==> src/design/bpe_level.sv <==
// One de Casteljau level: NUM_IN points reduce to NUM_IN-1 points in x and y.
// Two register stages: multiply t by the neighbor difference, then add the base.
// Depends on nothing outside this file.
`timescale 1ns / 1ps
`default_nettype none

module bpe_level #(
    parameter int NUM_IN     = 4,
    parameter int FRAC_BITS  = 20,
    parameter int COORD_BITS = 10
) (
    input  wire logic                                i_clk,
    input  wire logic                                i_rst_n,
    input  wire logic                                i_valid,
    input  wire logic [FRAC_BITS-1:0]                i_t,
    input  wire logic [NUM_IN-1:0][COORD_BITS-1:0]   i_x,
    input  wire logic [NUM_IN-1:0][COORD_BITS-1:0]   i_y,
    output logic                                     o_valid,
    output logic [FRAC_BITS-1:0]                     o_t,
    output logic [NUM_IN-2:0][COORD_BITS-1:0]        o_x,
    output logic [NUM_IN-2:0][COORD_BITS-1:0]        o_y
);

    localparam int NUM_OUT   = NUM_IN - 1;
    localparam int DIFF_BITS = COORD_BITS + 1;
    localparam int PROD_BITS = FRAC_BITS + 1 + DIFF_BITS;
    localparam int SUM_BITS  = COORD_BITS + 2;

    // Stage A: products and base values.
    logic                                  r_a_valid;
    logic [FRAC_BITS-1:0]                  r_a_t;
    logic signed [PROD_BITS-1:0]           r_a_prod_x [NUM_OUT];
    logic signed [PROD_BITS-1:0]           r_a_prod_y [NUM_OUT];
    logic [NUM_OUT-1:0][COORD_BITS-1:0]    r_a_base_x;
    logic [NUM_OUT-1:0][COORD_BITS-1:0]    r_a_base_y;

    logic signed [PROD_BITS-1:0]           n_prod_x [NUM_OUT];
    logic signed [PROD_BITS-1:0]           n_prod_y [NUM_OUT];
    logic [NUM_OUT-1:0][COORD_BITS-1:0]    n_sum_x;
    logic [NUM_OUT-1:0][COORD_BITS-1:0]    n_sum_y;

    logic                                  r_b_valid;
    logic [FRAC_BITS-1:0]                  r_b_t;
    logic [NUM_OUT-1:0][COORD_BITS-1:0]    r_b_x;
    logic [NUM_OUT-1:0][COORD_BITS-1:0]    r_b_y;

    // (1 - t) * a + t * b equals a * 1 + t * (b - a), so one signed product
    // per lerp suffices; the arithmetic shift then gives the floor.
    always_comb begin
        for (int k = 0; k < NUM_OUT; k++) begin
            n_prod_x[k] = PROD_BITS'($signed({1'b0, i_t})) *
                          PROD_BITS'($signed({1'b0, i_x[k+1]}) - $signed({1'b0, i_x[k]}));
            n_prod_y[k] = PROD_BITS'($signed({1'b0, i_t})) *
                          PROD_BITS'($signed({1'b0, i_y[k+1]}) - $signed({1'b0, i_y[k]}));
        end
    end

    always_comb begin
        logic signed [SUM_BITS-1:0] sx;
        logic signed [SUM_BITS-1:0] sy;
        for (int k = 0; k < NUM_OUT; k++) begin
            sx = $signed({2'b00, r_a_base_x[k]}) +
                 SUM_BITS'(r_a_prod_x[k] >>> FRAC_BITS);
            sy = $signed({2'b00, r_a_base_y[k]}) +
                 SUM_BITS'(r_a_prod_y[k] >>> FRAC_BITS);
            n_sum_x[k] = sx[COORD_BITS-1:0];
            n_sum_y[k] = sy[COORD_BITS-1:0];
        end
    end

    always_ff @(posedge i_clk) begin
        if (!i_rst_n) begin
            r_a_valid <= 1'b0;
            r_b_valid <= 1'b0;
        end else begin
            r_a_valid <= i_valid;
            r_b_valid <= r_a_valid;
        end
    end

    always_ff @(posedge i_clk) begin
        r_a_t      <= i_t;
        r_a_base_x <= i_x[NUM_OUT-1:0];
        r_a_base_y <= i_y[NUM_OUT-1:0];
        for (int k = 0; k < NUM_OUT; k++) begin
            r_a_prod_x[k] <= n_prod_x[k];
            r_a_prod_y[k] <= n_prod_y[k];
        end
        r_b_t <= r_a_t;
        r_b_x <= n_sum_x;
        r_b_y <= n_sum_y;
    end

    assign o_valid = r_b_valid;
    assign o_t     = r_b_t;
    assign o_x     = r_b_x;
    assign o_y     = r_b_y;

    // Every item that enters leaves through the stage A and stage B registers.
    a_valid_latency: assert property (@(posedge i_clk) disable iff (!i_rst_n)
        i_valid |-> ##2 o_valid)
        else $error("bpe_level: item lost in level pipeline");

    // A convex combination stays within the range of its two inputs.
    a_x_bounded: assert property (@(posedge i_clk) disable iff (!i_rst_n)
        i_valid |-> ##2 (o_x[0] <= ((($past(i_x[0], 2) > $past(i_x[1], 2))) ?
                                     $past(i_x[0], 2) : $past(i_x[1], 2))))
        else $error("bpe_level: x result above both operands");

endmodule

`default_nettype wire

==> config.mk <==
export PLATFORM = sky130hd
export DESIGN_NAME = bpe_level
export DESIGN_NICKNAME = d
export VERILOG_FILES = /design/src/design/bpe_level.sv
export SDC_FILE = /design/constraint.sdc
export NUM_CORES = 2
export LEC_CHECK = 0
export ABC_AREA = 1
export ABC_CLOCK_PERIOD_IN_PS = 19670
export BUFFER_PORTS_ARGS = -buffer_cell sky130_fd_sc_hd__buf_2
export CAP_MARGIN = 20
export CORE_MARGIN = 2
export CORE_UTILIZATION = 55
export CTS_BUF_LIST = sky130_fd_sc_hd__clkbuf_2 sky130_fd_sc_hd__clkbuf_4 sky130_fd_sc_hd__clkbuf_8
export CTS_CLUSTER_SIZE = 28
export DETAILED_ROUTE_END_ITERATION = 10
export PLACE_DENSITY = 0.72
export SYNTH_ARGS = -nofsm -noshare
export SYNTH_HDL_FRONTEND = slang
export SYNTH_SLANG_ARGS = --single-unit
==> constraint.sdc <==
create_clock -name i_clk -period 19.67 [get_ports i_clk]
set_input_delay 3.934 -clock i_clk [delete_from_list [all_inputs] [get_ports i_clk]]
set_output_delay 3.934 -clock i_clk [all_outputs]
set_load 0.02 [all_outputs]
Word level (Yosys, flattened, before mapping). Memory sizes are Yosys's and may differ from the RTL's. Cells that the tools add are included.

Multipliers: 6. Add/subtract/negate cells: 12. Order comparisons: 0. Bitwise operators: 0. Muxes and demuxes: 0. Divide/modulo/power cells: 0. Shifts and indexed selects: 0. Equality and inequality tests: 0. Reductions and logical operators: 0.

Operators with widths (count): $mul A21 B11 Y32 (6); $sub A10 B10 Y11 (6); $add A10 B10 Y10 (6).

Bits in latches: 0. ROM bits: 0. Bits of input ports: 103. Flip-flop bits (word level): 162. Logic and storage cells: 36. Memories kept: 2. Bits in writable memories: 192.

Memories: r_a_prod_x (depth 3, width 32, read ports 3, clocked after memory_dff 0, write ports 3, line 32) `logic signed [PROD_BITS-1:0] r_a_prod_x [NUM_OUT];`; r_a_prod_y (depth 3, width 32, read ports 3, clocked after memory_dff 0, write ports 3, line 33) `logic signed [PROD_BITS-1:0] r_a_prod_y [NUM_OUT];`.

Logic depth before layout (Yosys ltp).
Depth in word-level cells: 2. Gate-level depth with buffers: 36.

Worst setup path before layout. No wires, ideal clock.

Kind: input to register. Start: input port i_x[30] (netlist bit). End: memory r_a_prod_x[0][92] (netlist bit). Setup time: 0.112 ns. Path slack: 10.413 ns. Buffers on the path: 1. Stages on the path: 30. Data required time: 19.558 ns. Data arrival time: 9.145 ns. Cell sequence: inv_1 -> ha_1 -> inv_1 -> fa_1 -> inv_1 -> nor2_1 -> nor2_1 -> o21ai_2 -> a21oi_1 -> nand2_1 -> nand2_2 -> buf_4 -> nor2_1 -> fa_1 -> inv_1 -> fa_1 -> inv_1 -> fa_1 -> fa_1 -> inv_1 -> fa_1 -> inv_1 -> ha_1 -> a21oi_1 -> a21boi_0 -> nand2_1 -> a21oi_1 -> nand2_1 -> nand2_1 -> nand2_1.

RTL lines: start: declaration (line 16) `input wire logic [NUM_IN-1:0][COORD_BITS-1:0] i_x,`; end: declaration (line 32).

==> flow_metrics.env <==
export IMPL_htreeDepth=2
export IMPL_synthArstFlopShare=0
export IMPL_io_buffer_count=183
export IMPL_tritoncts="built"
export IMPL_synth_distinct_cells=45
export IMPL_io_pins=184
export IMPL_synth_edf_count=0
export IMPL_fin_nets=8837
export IMPL_fin_crit_ns=10.08
export IMPL_worstHoldStart="r_a_t[10]$_DFF_P_"
export IMPL_synth_top_family_by_area="adder cells"
export IMPL_cts_sinks=222
export IMPL_cts_buffers=42
export IMPL_yosysWarnings=0
export IMPL_core_um2=96600
export IMPL_cap_violations=0
export IMPL_synth_mux_area_fraction=0
export IMPL_fp_dieW_um=316
export IMPL_syn_num_nets=8778
export IMPL_cp_startpoint="i_y[20]"
export IMPL_arrival_ns=10.65
export IMPL_hold_buffers=0
export IMPL_layout_drive_gt1_share=0.0574
export IMPL_clock_fmax_mhz=99.2
export IMPL_critical_path_slowest_cell="clkinv_1"
export IMPL_nFillCells=8946
export IMPL_vias_per_cell=5.44
export IMPL_rsz0062_at_grt="no"
export IMPL_drt_iter0_drc=3615
export IMPL_rows=114
export IMPL_grt_pass1_vias=47845
export IMPL_first_pass_iters=5
export IMPL_cts_setup_buffers=0
export IMPL_crit_path_end_kind="register"
export IMPL_wire_per_inst_um=19.3
export IMPL_drc=0
export IMPL_syn_area_per_cell_um2=7.51
export IMPL_setup_tns_ns=0
export IMPL_synth_main_ff_cell="dfxtp_1"
export IMPL_insertion_delay_ns=0.70
export IMPL_globalplace_congestion=0.968
export IMPL_synth_simple_area_share=0.217
export IMPL_initial_core_util=0.554
export IMPL_slew_violations=0
export IMPL_cp_start_kind="primary input"
export IMPL_clock_path_buffers=3
export IMPL_worstMarginPinSlew_ns=1.12
export IMPL_place_hpwl_um=127000
export IMPL_antenna_found_initial=7
export IMPL_place_area_um2=55400
export IMPL_syn_inst=7121
export IMPL_setup_violations_final=0
export IMPL_slew_headroom=0.256
export IMPL_regToRegSetupSlack_ns=17.57
export IMPL_fin_area_um2=56400
export IMPL_syn_area_um2=53500
export IMPL_area_delta_synth_final_pct=5.51
export IMPL_vias=46242
export IMPL_ys_ff_latch=222
export IMPL_grt_ovfl_total=0
export IMPL_grt_use_total=0.337
export IMPL_root_buffer="clkbuf_8"
export IMPL_finalWirelength_um=164000
export IMPL_die_area_um2=99700
export IMPL_worstSetupPathType="in2reg"
export IMPL_synth_compound_area_frac=0.0447
export IMPL_crit_path_max_fanout=11
export IMPL_synthAdderAreaFrac=0.500
export IMPL_yosysSeqAreaShare=0.0831
export IMPL_worstPathRequired_ns=20.24
export IMPL_rr_startpoint="r_a_prod_x[0][84]$_DFF_P_"
export IMPL_grt_max_degree=51
export IMPL_hold_class="reg2reg"
export IMPL_critical_path_max_stage_delay_ns=0.50
export IMPL_ant_nets=0
export IMPL_grt_pass1_wl_um=259000
export IMPL_fin_skew_ns=0.0295
export IMPL_clkTransAtPathRegs_ns=0.06
export IMPL_synthXorXnorAreaFrac=0.0129
export IMPL_timing_final_crit_share=0.512
export IMPL_die_h_um=316
export IMPL_hold_viol=0
export IMPL_cts_resized=0
export IMPL_status="finished, final reports clean"
-- through the flow --
stage	util	std cells	hold WS, ns	setup slack [ns]
final	0.584	8498	0.321	9.59
after global routing	0.584	8491	0.321	9.17
after CTS	0.584	8490	0.321	9.76
after global placement	0.574	8412	0.310	9.14
after floorplan	-	7121	0.310	10.41
after detailed placement	0.574	8412	0.312	8.98
-- critical path: cells and delay by family --
kind	cells	cell delay, ns
AO/OA/AOI/OAI	1	0.10
adder cells (fa/ha/maj)	8	3.30
AND/OR/NAND/NOR	12	1.99
buffers and inverters	8	1.31
-- metal layers --
layer / GRT usage / vias up / wire length (µm) / share of wire
met3: 0.0887 / 550 / 17600 / 0.11
met1: 0.420 / 22300 / 62100 / 0.38
met4: 0.183 / 2 / 10800 / 0.066
met5: 0 / - / 13 / 0.000079
li1: - / 21131 / - / -
met2: 0.537 / 2259 / 73100 / 0.45
-- synthesized netlist by cell type (19+ instances only) --
master,count,area share
a21oi_1,215,0.020
nor3_1,47,0.0044
inv_1,1738,0.12
ha_1,582,0.14
o21ai_0,99,0.0093
clkinv_1,31,0.0022
nand3_1,276,0.026
fa_1,972,0.36
a21o_1,33,0.0046
xnor2_1,23,0.0038
nor2_1,833,0.058
or2_2,24,0.0028
nand2_1,1525,0.11
nand4_1,62,0.0073
nand2_2,19,0.0022
buf_2,23,0.0022
o21bai_1,41,0.0058
nor2_2,24,0.0028
xor2_1,56,0.0092
dfxtp_1,222,0.083
clkbuf_1,164,0.012
-- layout by cell type (no fill, tap or decap), types with 62 or more instances in the layout --
cell type,synthesis,final
inv_1,1738,1735
nand2_1,1525,1525
fa_1,972,972
nor2_1,833,833
ha_1,582,582
nand3_1,276,276
dfxtp_1,222,222
a21oi_1,215,215
buf_2,23,183
o21ai_0,99,99
nand4_1,62,62
-- final timing paths --
check,cells past startpoint,end
worst max register to register,8,o_x[26]$_DFF_P_
worst min-delay path,0,o_t[10]$_DFF_P_
worst min register to register,0,o_t[10]$_DFF_P_
worst max-delay path,29,r_a_prod_y[0][58]$_DFF_P_
-- kinds of logic (layout without fill, tap and decap cells) --
kind of cell | Yosys count | after routing
simple gates | 2845 | 2845
buf+inv | 1998 | 2091
fa+ha+maj | 1554 | 1554
compound gates | 423 | 423
flops | 222 | 222
xor+xnor | 79 | 79
other cells | 0 | 8
-- layout make-up --
cell class	instances	area (µm²)	area share
multi-input combinational	4901	41400	0.734
inverter	1783	6690	0.119
sequential	222	4440	0.0788
tap	1276	1600	0.0283
timing repair buffer	230	1270	0.0225
clock buffer	59	737	0.0131
clock inverter	19	240	0.00426
antenna	8	20.0	0.000355
-- state kept, by name, indices dropped and copies added, names as in the netlist --
| name | count |
|---|---|
| r_a_t | 20 |
| o_x | 30 |
| o_t | 20 |
| r_a_prod_x | 30 |
| r_a_base_x | 30 |
| r_a_valid | 1 |
| o_y | 30 |
| r_a_prod_y | 30 |
| o_valid | 1 |
| r_a_base_y | 30 |
Power is not shown: default switching activity piles up to over one toggle a cycle in this logic, so the estimate is an artifact.
